File: src/hw/rtl/ffha_pkg.sv
// shared types and constants for the first-fit heap allocator
`timescale 1ns / 1ps
`default_nettype none
package ffha_pkg;
  localparam int HEAP_BYTES   = 16777216;
  localparam int ALIGN_BYTES  = 16;
  localparam int HEADER_BYTES = 24;
  localparam int MAX_BLOCKS   = 64;
  localparam int AW = 24;
  localparam int IW = $clog2(MAX_BLOCKS);
  localparam int CW = IW + 1;
  localparam int RW = 25;

  localparam logic [AW-1:0] HEAP_DATA = AW'(HEAP_BYTES - HEADER_BYTES);
  localparam logic [AW-1:0] HDR = AW'(HEADER_BYTES);

  localparam logic [1:0] CMD_ALLOC = 2'd0;
  localparam logic [1:0] CMD_FREE  = 2'd1;
  localparam logic [1:0] CMD_INIT  = 2'd2;

  localparam logic [1:0] ST_OK    = 2'd0;
  localparam logic [1:0] ST_ZERO  = 2'd1;
  localparam logic [1:0] ST_OOM   = 2'd2;
  localparam logic [1:0] ST_NOBLK = 2'd3;

  typedef struct packed {
    logic [AW-1:0] start;
    logic [AW-1:0] size;
    logic          free;
  } entry_t;

  // per-cell update operation broadcast by the controller
  typedef enum logic [2:0] {
    OP_HOLD, OP_INIT, OP_SPLIT, OP_MARK, OP_MERGE
  } cell_op_t;

  typedef struct packed {
    cell_op_t      op;
    logic [IW-1:0] idx;
    logic [AW-1:0] need;
    logic [AW-1:0] grow;
  } cell_cmd_t;
endpackage
`default_nettype wire

File: src/hw/rtl/ffha_cell.sv
// one table cell: holds one heap block entry and shifts with its neighbors
`timescale 1ns / 1ps
`default_nettype none
module ffha_cell (
  input  wire logic                   clk,
  input  wire logic                   rst_n,
  input  wire logic [ffha_pkg::IW-1:0] my_idx,
  input  wire ffha_pkg::cell_cmd_t    cmd,
  input  wire ffha_pkg::entry_t       prev_e,
  input  wire ffha_pkg::entry_t       next_e,
  output ffha_pkg::entry_t            e_q
);
  import ffha_pkg::*;
  entry_t e_r, e_nxt;

  // shift right on split, left on merge, local update at the target; init reloads the reset entry
  always_comb begin
    e_nxt = e_r;
    unique case (cmd.op)
      OP_INIT: begin
        e_nxt.start = '0;
        e_nxt.size  = HEAP_DATA;
        e_nxt.free  = (my_idx == '0);
      end
      OP_SPLIT: begin
        if (my_idx == cmd.idx) begin
          e_nxt.size = cmd.need;
          e_nxt.free = 1'b0;
        end else if (my_idx == cmd.idx + IW'(1)) begin
          // remainder of the block split by the left neighbor
          e_nxt.start = prev_e.start + HDR + cmd.need;
          e_nxt.size  = prev_e.size - cmd.need - HDR;
          e_nxt.free  = 1'b1;
        end else if (my_idx > cmd.idx) begin
          e_nxt = prev_e;
        end
      end
      OP_MARK: begin
        if (my_idx == cmd.idx) e_nxt.free = ~e_r.free;
      end
      OP_MERGE: begin
        if (my_idx == cmd.idx) e_nxt.size = e_r.size + cmd.grow;
        else if (my_idx > cmd.idx) e_nxt = next_e;
      end
      default: ;
    endcase
  end

  always_ff @(posedge clk) begin
    if (!rst_n) begin
      e_r.start <= '0;
      e_r.size  <= HEAP_DATA;
      e_r.free  <= (my_idx == '0);
    end else begin
      e_r <= e_nxt;
    end
  end

  assign e_q = e_r;
endmodule
`default_nettype wire

File: config.mk
export PLATFORM = sky130hd
export DESIGN_NAME = ffha_cell
export DESIGN_NICKNAME = d
export VERILOG_FILES = /design/src/hw/rtl/ffha_pkg.sv /design/src/hw/rtl/ffha_cell.sv
export SDC_FILE = /design/constraint.sdc
export NUM_CORES = 1
export LEC_CHECK = 0
export ABC_AREA = 0
export BUFFER_PORTS_ARGS = -buffer_cell sky130_fd_sc_hd__buf_2
export CELL_PAD_IN_SITES_DETAIL_PLACEMENT = 2
export CELL_PAD_IN_SITES_GLOBAL_PLACEMENT = 2
export CORE_UTILIZATION = 30
export CTS_BUF_LIST = sky130_fd_sc_hd__clkbuf_16
export DETAILED_ROUTE_END_ITERATION = 10
export PLACE_DENSITY_LB_ADDON = 0.1
export SYNTH_ARGS = -nofsm -noshare
export SYNTH_HDL_FRONTEND = slang
export SYNTH_SLANG_ARGS = --single-unit
File: constraint.sdc
create_clock -name clk -period 7.24 [get_ports clk]
set_clock_uncertainty 0.05 [all_clocks]
set_input_delay 0.362 -clock clk [delete_from_list [all_inputs] [get_ports clk]]
set_output_delay 0.362 -clock clk [all_outputs]
set_load 0.05 [all_outputs]
; Word level (Yosys, flattened, before mapping)
; Index checks and enable logic that the tools add are counted.
[word_totals]
register_bits = 49
latchBits = 0
mem_bits_rw = 0
rom_bits = 0
input_bits = 163
n_memories = 0
[classes]
add_sub_neg = 6
n_mul = 0
div = 0
n_lt_le_gt_ge = 1
eq_ne = 17
shift = 0
muxes = 12
n_bitwise = 1
n_reduce_logical = 5
[ops]
columns = cell, count
row1 = $mux W49, 3
row2 = $pmux W48 S3, 1
row3 = $mux W24, 3
row4 = $add A24 B24 Y24, 2
row5 = $mux W25, 1
row6 = $add A24 B5 Y24 const B, 1
row7 = $sub A24 B24 Y24, 1
row8 = $sub A24 B5 Y24 const B, 1
row9 = $ne A3 B3 Y1 const B, 5
row10 = $eq A6 B6 Y1, 2
row11 = $reduce_and A5 Y1, 2
row12 = $add A6 B1 Y6 const B, 1
row13 = $eq A3 B2 Y1 const B, 2
row14 = $gt A6 B6 Y1, 1
row15 = $logic_not A6 Y1, 1
row16 = $ne A2 B2 Y1 const B, 3
row17 = $ne A5 B1 Y1 const B, 1
row18 = $ne A5 B5 Y1 const B, 1
row19 = $ne A4 B4 Y1 const B, 1
row20 = $pmux W1 S4, 1
row21 = $eq A3 B1 Y1 const B, 1
row22 = $eq A3 B3 Y1 const B, 1
row23 = $mux W1, 3
row24 = $reduce_and A3 Y1, 1
row25 = 2 further kinds, 2

; Longest topological paths before layout
; Gate-level depths: netlist of run 1.
[logic_depth]
depth_word = 6
depth_mapped = 13
ltp_nobuf = 13

; Least setup slack after synthesis of run 1
; No wires, ideal clock.
[synth_timing]
kind = input to register
from = in cmd[25] (netlist bit)
to = reg e_r, in the netlist e_q[24]
setup_ns = 0.070
arrival_time_ns = 2.855
required_ns = 7.120
setup_slack_ns = 4.265
path_stages = 12
cell_sequence = inv_1 -> ha_1 -> ha_1 -> fa_1 -> a211oi_2 -> o21ai_1 -> a21oi_2 -> o32ai_1 -> o31a_1 -> nor4b_1 -> or3_1 -> a21oi_1
[synth_between]
elab_chain_cells = 5
[synth_lines]
columns = item, line
row1 = "start, declared", ffha_cell.sv:8  ; input wire ffha_pkg::cell_cmd_t cmd,
row2 = $sub A24 B24 Y24, ffha_cell.sv:32  ; e_nxt.size = prev_e.size - cmd.need - HDR;
row3 = $sub A24 B5 Y24, ffha_cell.sv:32
row4 = $mux W49, ffha_cell.sv:29  ; end else if (my_idx == cmd.idx + IW'(1)) begin
row5 = $mux W25, ffha_cell.sv:26  ; if (my_idx == cmd.idx) begin
row6 = $pmux W48 S3, ffha_cell.sv:19  ; unique case (cmd.op)
row7 = "end signal, assigned", ffha_cell.sv:55  ; e_r <= e_nxt;
row8 = "end, declared", ffha_cell.sv:14  ; entry_t e_r, e_nxt;
; No other way between the ends.
; A chain may end at the register's enable or synchronous reset.

; Worst setup path in the final report of run 1
[layout_timing]
from = reg e_r, in the netlist e_q[1]
to = reg e_r, in the netlist e_q[21]
[layout_between]
elab_chain_cells = 3
[layout_lines]
columns = item, line
row1 = $add A24 B24 Y24, ffha_cell.sv:42  ; if (my_idx == cmd.idx) e_nxt.size = e_r.size + cmd.grow;
row2 = $mux W24, ffha_cell.sv:42
row3 = $pmux W48 S3, ffha_cell.sv:19
; No other way between the ends.

==> results of run 1 <==
==> final timing paths <==
| check | from | to | slack (ns) | cells past startpoint |
|---|---|---|---|---|
| min reg2reg | e_q[30] | e_q[30] | 0.46 | 2 |
| max | e_q[1] | e_q[21] | 4.04 | 10 |
| max reg2reg | e_q[1] | e_q[21] | 4.04 | 10 |
| min | next_e[31] | e_q[31] | 0.29 | 3 |
==> synthesized netlist by cell type, types with 10 or more instances <==
cell	count
nand2_1	109
nand2b_1	12
xor2_1	19
a21oi_1	104
o211ai_1	19
inv_1	90
a211oi_1	21
o21a_1	10
clkbuf_1	23
buf_2	15
nor2_1	69
xnor2_1	31
a21o_1	37
nor3_1	23
dfxtp_1	48
ha_1	120
a31oi_1	18
nand3_1	25
o21ai_0	85
and2_1	10
==> power groups by stage <==
stage	Combinational (mW)	Sequential [mW]	Clock, mW
floorplan	0.475	0.395	0
detailed placement	0.796	0.322	0
finish	0.802	0.316	0.255
global route	0.879	0.318	0.266
global placement	0.783	0.321	0
CTS	0.802	0.316	0.263
==> area by class of cell <==
type / instances / area, µm²
clock inverter: 3 / 25.0
timing repair buffer: 217 / 1100
inverter: 91 / 342
clock buffer: 5 / 125
tap: 330 / 413
sequential: 49 / 991
fill: 3116 / 16100
multi-input combinational: 883 / 6180
==> stage by stage <==
step / util / hold slack (ns)
floorplan: - / 0.464
global placement: 0.357 / 0.443
detailed placement: 0.357 / 0.449
CTS: 0.363 / 0.282
global route: 0.363 / 0.284
finish: 0.363 / 0.286
==> critical path, cell delays in order (launching register included) <==
cell,delay (ns)
dfxtp_1,0.36
ha_1,0.23
fa_1,0.43
a211oi_1,0.41
nor4_1,0.16
nor3_1,0.30
o221ai_1,0.26
a31oi_1,0.33
nand2b_1,0.09
a21oi_1,0.29
o311ai_1,0.12
==> cell families after synthesis <==
family,after synthesis,synth area share
flops,49,0.128
simple gates,307,0.192
fa+ha+maj,123,0.202
mux,5,0.00664
compound gates,398,0.339
buf+inv,138,0.0763
xor+xnor,50,0.0567
==> routing by layer <==
layer / GRT usage / vias up / wire length, µm
met3: 0.0222 / 23 / 1290
met2: 0.410 / 192 / 15100
met1: 0.363 / 4265 / 17000
met4: 0.0609 / 0 / 576
li1: - / 4287 / -
met5: 0 / - / 0
==> impl_metrics.yaml, run 1 <==
status:
  outcome: "finished clean"
setup_path:
  worst_setup_path_start_kind: "register"
  end_kind: "register"
  crit_arrival_ns: 3.31
  path_class: "reg -> reg"
  required_ns: 7.35
  cp_max_fo: 3
sta:
  max_slew_margin: 0.264
  worstMarginPinSlew_ns: 1.10
  grt_setup_unrepaired: "false"
  hold_viol: 0
  max_freq_mhz: 313
  period_needed_ns: 3.20
  post-route-period-util: 0.442
  finalSetupViolCount: 0
  finalSetupTns_ns: 0
  maxSlewViolCount: 0
  setup_ws_ns: 4.04
power:
  p_clk_frac: 0.186
  swShare: 0.476
  power_frac_seq: 0.230
  power_mw: 1.37
  p_leak_nw: 4.31
  power_density_mw_per_mm2: 150
  power_frac_comb: 0.584
  vdd_drop_max_mv: 0.0742
  switching_power_mw: 0.653
  p_int_mw: 0.719
clocking:
  cts_tree: "yes"
  cts.clk_slew.worst_paths_ns: 0.08
  cts_resized: 0
  cts.sinks: 49
  h-tree-depth: 2
  clockRootBuffer: "clkbuf_16"
  hold_buffers: 0
  clk_latency_ns: 0.31
  cts_buffer_depth: 2
  cts_setup_buffers: 0
  cts_buffers: 5
synth:
  syn-num-nets: 1356
  yosysTopAreaCell: "ha_1"
  ys_seq_area_frac: 0.128
  ys.flop_type: "dfxtp_1"
  synth_enable_flop_cells: 1
  syn_area_per_cell_um2: 7.22
  netlist-cell-type-count: 78
  synth_top_area_frac: 0.194
  synth_area_leaders: "ha_1 (19%), dfxtp_1 (12%), a21oi_1 (6.7%)"
  ys_warn_count: 0
  syn_inst: 1070
  synth.cell_area_mm2: 0.00773
  ys_async_sr_fraction: 0
  synth-seq-cells: 49
drt:
  final_antenna_net_count: 0
  drc: 0
  routed_via_density: 5.56
  avgRoutedWirePerCell_um: 21.5
  dr_total_vias: 8767
  first_iter_violations: 473
  routed_wl_um: 33900
  first_pass_iters: 8
floorplanning:
  num_io_pins: 212
  die_w_um: 162
  std_cell_rows: 58
  die_h_um: 162
  die_area_mm2: 0.0264
  initial_core_util: 0.306
  core-area_mm2: 0.0253
final_layout:
  final_area_mm2: 0.00918
  final_nets: 1533
  drive_gt1_frac: 0.202
  antennaDiodeCount: 0
  largest_register_ffs: 49
  final_common_cell: "buf_2"
  area_growth_pct: 18.8
  fin_cells: 1578
  final_cell_mix: "buf_2 (211), ha_1 (120), nand2_1 (109)"
placement:
  gp_congestion: 0.870
  dp_hpwl_um: 28100
  place_area_mm2: 0.00903
  io_buffers: 211
  post-place-cells: 1570
  pre_cts_ws_ns: 3.74
grt:
  overflow: 0
  grt_pass1_vias: 8984
  grt_max_degree: 56
  antenna_found_initial: 0
  grtUsageTotal: 0.255
  grt_pass1_wl_um: 51500
min_path:
  hold_path_class: "in -> reg"
flow_run:
  drv_cap: 0
(Power assumes the default switching activity.)
==> run 2: changes to the inputs <==
- clock period: 7.24 -> 3.3 ns (I/O delays scaled with it)
==> run 2 against run 1 <==
Register-to-register slack worse by 3.9 ns. Clock power grew 120%. First-iteration DRC count fell by 15%. Count of clock-buffer cells in the layout unchanged. Wire length grew 3.7%. Utilization rose by 0.67 points. Die area did not move. Global-route usage is 0.92 points higher. Critical endpoint is now e_q[17].
==> impl_metrics.yaml, run 2 (synthesis results as in run 1) <==
setup_path:
  cp_max_fo: 3
  regToRegSetupSlack_ns: 0.14
  crit_top_cell: "a21oi_1"
  path_class: "reg -> reg"
  cpPeakStageDelay_ns: 0.48
  crit_chain: "ha_1 -> fa_1 -> a211oi_1 -> nor4_1 -> o31ai_1 -> a21oi_1 -> xor2_1 -> a211o_1 -> a21oi_1 -> o21ai_0"
  crit_arrival_ns: 3.29
  worst_setup_path_start_kind: "register"
  end_kind: "register"
  critPathBufInv: 0
  slowest_stage: "o31ai_1"
  required_ns: 3.43
  cp_top_family: "compound AO/OA/AOI/OAI gates"
drt:
  dr_total_vias: 8993
  final_antenna_net_count: 0
  avgRoutedWirePerCell_um: 21.9
  drc: 0
  routed_wl_um: 35100
  first_pass_iters: 5
  routed_via_density: 5.61
  first_iter_violations: 400
sta:
  grt_setup_unrepaired: "false"
  post-route-period-util: 0.958
  period_needed_ns: 3.16
  finalSetupViolCount: 0
  hold_viol: 0
  worst_hold_slack_ns: 0.0730
  finalSetupTns_ns: 0
  max_freq_mhz: 316
  maxSlewViolCount: 0
  setup_ws_ns: 0.140
  worstMarginPinSlew_ns: 0.849
  max_slew_margin: 0.433
power:
  p_leak_nw: 4.42
  vdd_drop_max_mv: 0.173
  power_density_mw_per_mm2: 326
status:
  outcome: "finished clean"
floorplanning:
  die_h_um: 162
  die_w_um: 162
  die_area_mm2: 0.0264
  initial_core_util: 0.306
  core-area_mm2: 0.0253
  std_cell_rows: 58
  num_io_pins: 212
clocking:
  cts_buffers: 5
  cts_setup_buffers: 0
  hold_buffers: 0
  clockRootBuffer: "clkbuf_16"
  cts.clk_slew.worst_paths_ns: 0.08
  cts_tree: "yes"
  cts_resized: 0
  cts_buffer_depth: 2
  cts.sinks: 49
  h-tree-depth: 2
  clk_latency_ns: 0.30
placement:
  place_area_mm2: 0.00919
  io_buffers: 211
  dp_hpwl_um: 29500
  gp_congestion: 0.891
  pre_cts_ws_ns: 0.173
final_layout:
  area_growth_pct: 21.0
  final_common_cell: "buf_2"
  largest_register_ffs: 49
  fillCellCount: 3122
  final_cell_mix: "buf_2 (211), ha_1 (120), nand2_1 (109)"
  final_nets: 1555
  drive_gt1_frac: 0.216
  final_area_mm2: 0.00935
grt:
  grtUsageTotal: 0.264
  grt_max_degree: 44
  grt_pass1_wl_um: 53200
  grt_pass1_vias: 9189
  antenna_found_initial: 1
  overflow: 0
flow_run:
  drv_cap: 0
min_path:
  hold_path_class: "in -> reg"
run 2: cell count changes in the layout (fill, tap and decap cells not counted), sizes merged:
cell,before,now
clkinv,1,2
inv,92,91
buf,217,239
diode,0,2
run 2: per-layer routing:
layer  share of wire  wire length, µm  up-vias  track usage
met5               0                0        -            0
met4           0.028              976        0       0.0870
met3           0.037             1290       35       0.0201
met2            0.44            15500      199        0.415
met1            0.49            17400     4417        0.377
li1                -                -     4342            -
run 2: tightest hold or removal path, delay by kind of cell:
family	cells	cell delay, ns
buffers and inverters	1	0.10
AO/OA/AOI/OAI	1	0.07
AND/OR/NAND/NOR	1	0.05
run 2: area by class of cell:
cell class	instances	area [µm²]	area share
tap	330	413	0.0442
timing repair buffer	239	1270	0.135
clock buffer	5	125	0.0134
inverter	91	342	0.0365
clock inverter	3	25.0	0.00268
multi-input combinational	883	6180	0.661
antenna	2	5.00	0.000535
sequential	49	991	0.106
run 2: final timing paths:
kind / from / to / cells after the start
worst max-delay path: e_q[1] / e_q[17] / 10
worst max register to register: e_q[1] / e_q[17] / 10
worst min-delay path: next_e[42] / e_q[42] / 3
worst min register to register: e_q[29] / e_q[29] / 1
run 2: through the flow:
stage	instances	util	total power, mW
global route	1601	0.370	3.26
floorplan	1070	-	1.91
global placement	1592	0.364	2.45
finish	1602	0.370	3.05
CTS	1600	0.370	3.06
detailed placement	1592	0.364	2.49
run 2: power breakdown:
| part | internal [mW] | switching [mW] |
|---|---|---|
| Combinational | 0.668 | 1.13 |
| Clock | 0.287 | 0.274 |
| Sequential | 0.645 | 0.0458 |
==> run 3: changes to the inputs <==
- CTS_CLUSTER_DIAMETER: not set -> 30
- clock period: 3.3 -> 3.9 ns (I/O delays scaled with it)
==> run 3 against run 2 <==
Sequential share of layout area increased by 0.15 points. Largest cell class unchanged. Clock power down 15%. Cell count is 1.2% lower. Highest routed layer unchanged. Setup slack gained 0.63 ns. Critical endpoint is now e_q[21].
==> impl_metrics.yaml, run 3 (synthesis results as in run 1) <==
sta:
  period_needed_ns: 3.13
  hold_viol: 0
  grt_setup_unrepaired: "false"
  maxSlewViolCount: 0
  finalSetupViolCount: 0
  worstMarginPinSlew_ns: 0.844
  finalSetupTns_ns: 0
  post-route-period-util: 0.802
  max_freq_mhz: 320
  setup_ws_ns: 0.773
  max_slew_margin: 0.437
floorplanning:
  die_h_um: 162
  num_io_pins: 212
  core-area_mm2: 0.0253
  initial_core_util: 0.306
  die_area_mm2: 0.0264
  std_cell_rows: 58
  die_w_um: 162
drt:
  avgRoutedWirePerCell_um: 21.9
  routed_via_density: 5.61
  dr_total_vias: 8882
  routed_wl_um: 34600
  first_iter_violations: 431
  final_antenna_net_count: 0
  first_pass_iters: 6
  drc: 0
clocking:
  cts_buffers: 5
  h-tree-depth: 2
  cts.sinks: 49
  cts_tree: "yes"
  hold_buffers: 0
  cts_resized: 0
  clk_latency_ns: 0.31
  cts_buffer_depth: 2
  cts.clk_slew.worst_paths_ns: 0.08
  clockRootBuffer: "clkbuf_16"
  cts_setup_buffers: 0
final_layout:
  largest_register_ffs: 49
  area_growth_pct: 19.3
  final_common_cell: "buf_2"
  drive_gt1_frac: 0.204
  antennaDiodeCount: 0
  final_nets: 1537
  final_cell_mix: "buf_2 (211), ha_1 (120), nand2_1 (109)"
setup_path:
  reg2regPathDepth: 10
  cp_max_fo: 3
  slowest_stage: "fa_1"
  crit_chain: "ha_1 -> fa_1 -> a211oi_1 -> nor4_1 -> nor3_1 -> o221ai_1 -> a31oi_1 -> nand2b_1 -> a21oi_1 -> o311ai_1"
  worst_setup_path_start_kind: "register"
  required_ns: 4.04
  end_kind: "register"
  cp_top_family: "compound AO/OA/AOI/OAI gates"
  cp.depth: 10
  cpPeakStageDelay_ns: 0.44
  path_class: "reg -> reg"
  critPathBufInv: 0
  crit_arrival_ns: 3.27
  regToRegSetupSlack_ns: 0.77
power:
  p_leak_nw: 4.33
  vdd_drop_max_mv: 0.149
  power_density_mw_per_mm2: 277
placement:
  pre_cts_ws_ns: 0.600
  gp_congestion: 0.886
  dp_hpwl_um: 28700
  io_buffers: 211
grt:
  grt_pass1_wl_um: 52600
  overflow: 0
  grt_max_degree: 57
  grtUsageTotal: 0.261
  antenna_found_initial: 0
  grt_pass1_vias: 9211
flow_run:
  drv_cap: 0
status:
  outcome: "finished clean"
min_path:
  hold_path_class: "in -> reg"
  whs_path_depth: 3
[run 3: worst register-to-register path: stages, from the launching register on]
cell,delay (ns)
dfxtp_1,0.33
ha_1,0.22
fa_1,0.44
a211oi_1,0.38
nor4_1,0.17
nor3_1,0.28
o221ai_1,0.23
a31oi_1,0.33
nand2b_1,0.18
a21oi_1,0.12
o311ai_1,0.29
[run 3: power breakdown]
| group | total (mW) | internal, mW | switching, mW |
|---|---|---|---|
| Sequential | 0.584 | 0.546 | 0.0386 |
| Clock | 0.476 | 0.243 | 0.232 |
| Combinational | 1.50 | 0.550 | 0.948 |
[run 3: routing by layer]
| metal | track usage | routed length, µm | part of all wire | up-vias |
|---|---|---|---|---|
| met5 | 0 | 0 | 0 | - |
| met4 | 0.0725 | 817 | 0.024 | 0 |
| met3 | 0.0232 | 1430 | 0.041 | 36 |
| met2 | 0.424 | 15600 | 0.45 | 218 |
| met1 | 0.364 | 16800 | 0.49 | 4335 |
| li1 | - | - | - | 4293 |
[run 3: cell type report]
type / instances / area [µm²]
Clock buffer: 5 / 125
Clock inverter: 3 / 26.3
Fill cell: 3136 / 16000
Inverter: 91 / 342
Multi-Input combinational cell: 883 / 6180
Sequential cell: 49 / 991
Tap cell: 330 / 413
Timing Repair Buffer: 221 / 1140
[run 3: through the flow]
step / instance area, µm² / std cells / hold WS, ns / power (mW) / util
after floorplan: 7730 / 1070 / 0.297 / 1.61 / -
after detailed placement: 9070 / 1574 / 0.423 / 2.08 / 0.359
after global placement: 9070 / 1574 / 0.421 / 2.05 / 0.359
after global routing: 9220 / 1582 / 0.109 / 2.74 / 0.365
final: 9220 / 1582 / 0.0951 / 2.56 / 0.365
after CTS: 9220 / 1582 / 0.0927 / 2.57 / 0.365
[run 3: final timing paths]
check | start | endpoint
setup / recovery | e_q[1] | e_q[21]
hold / removal | next_e[42] | e_q[42]
setup reg to reg | e_q[1] | e_q[21]
hold reg to reg | e_q[26] | e_q[26]
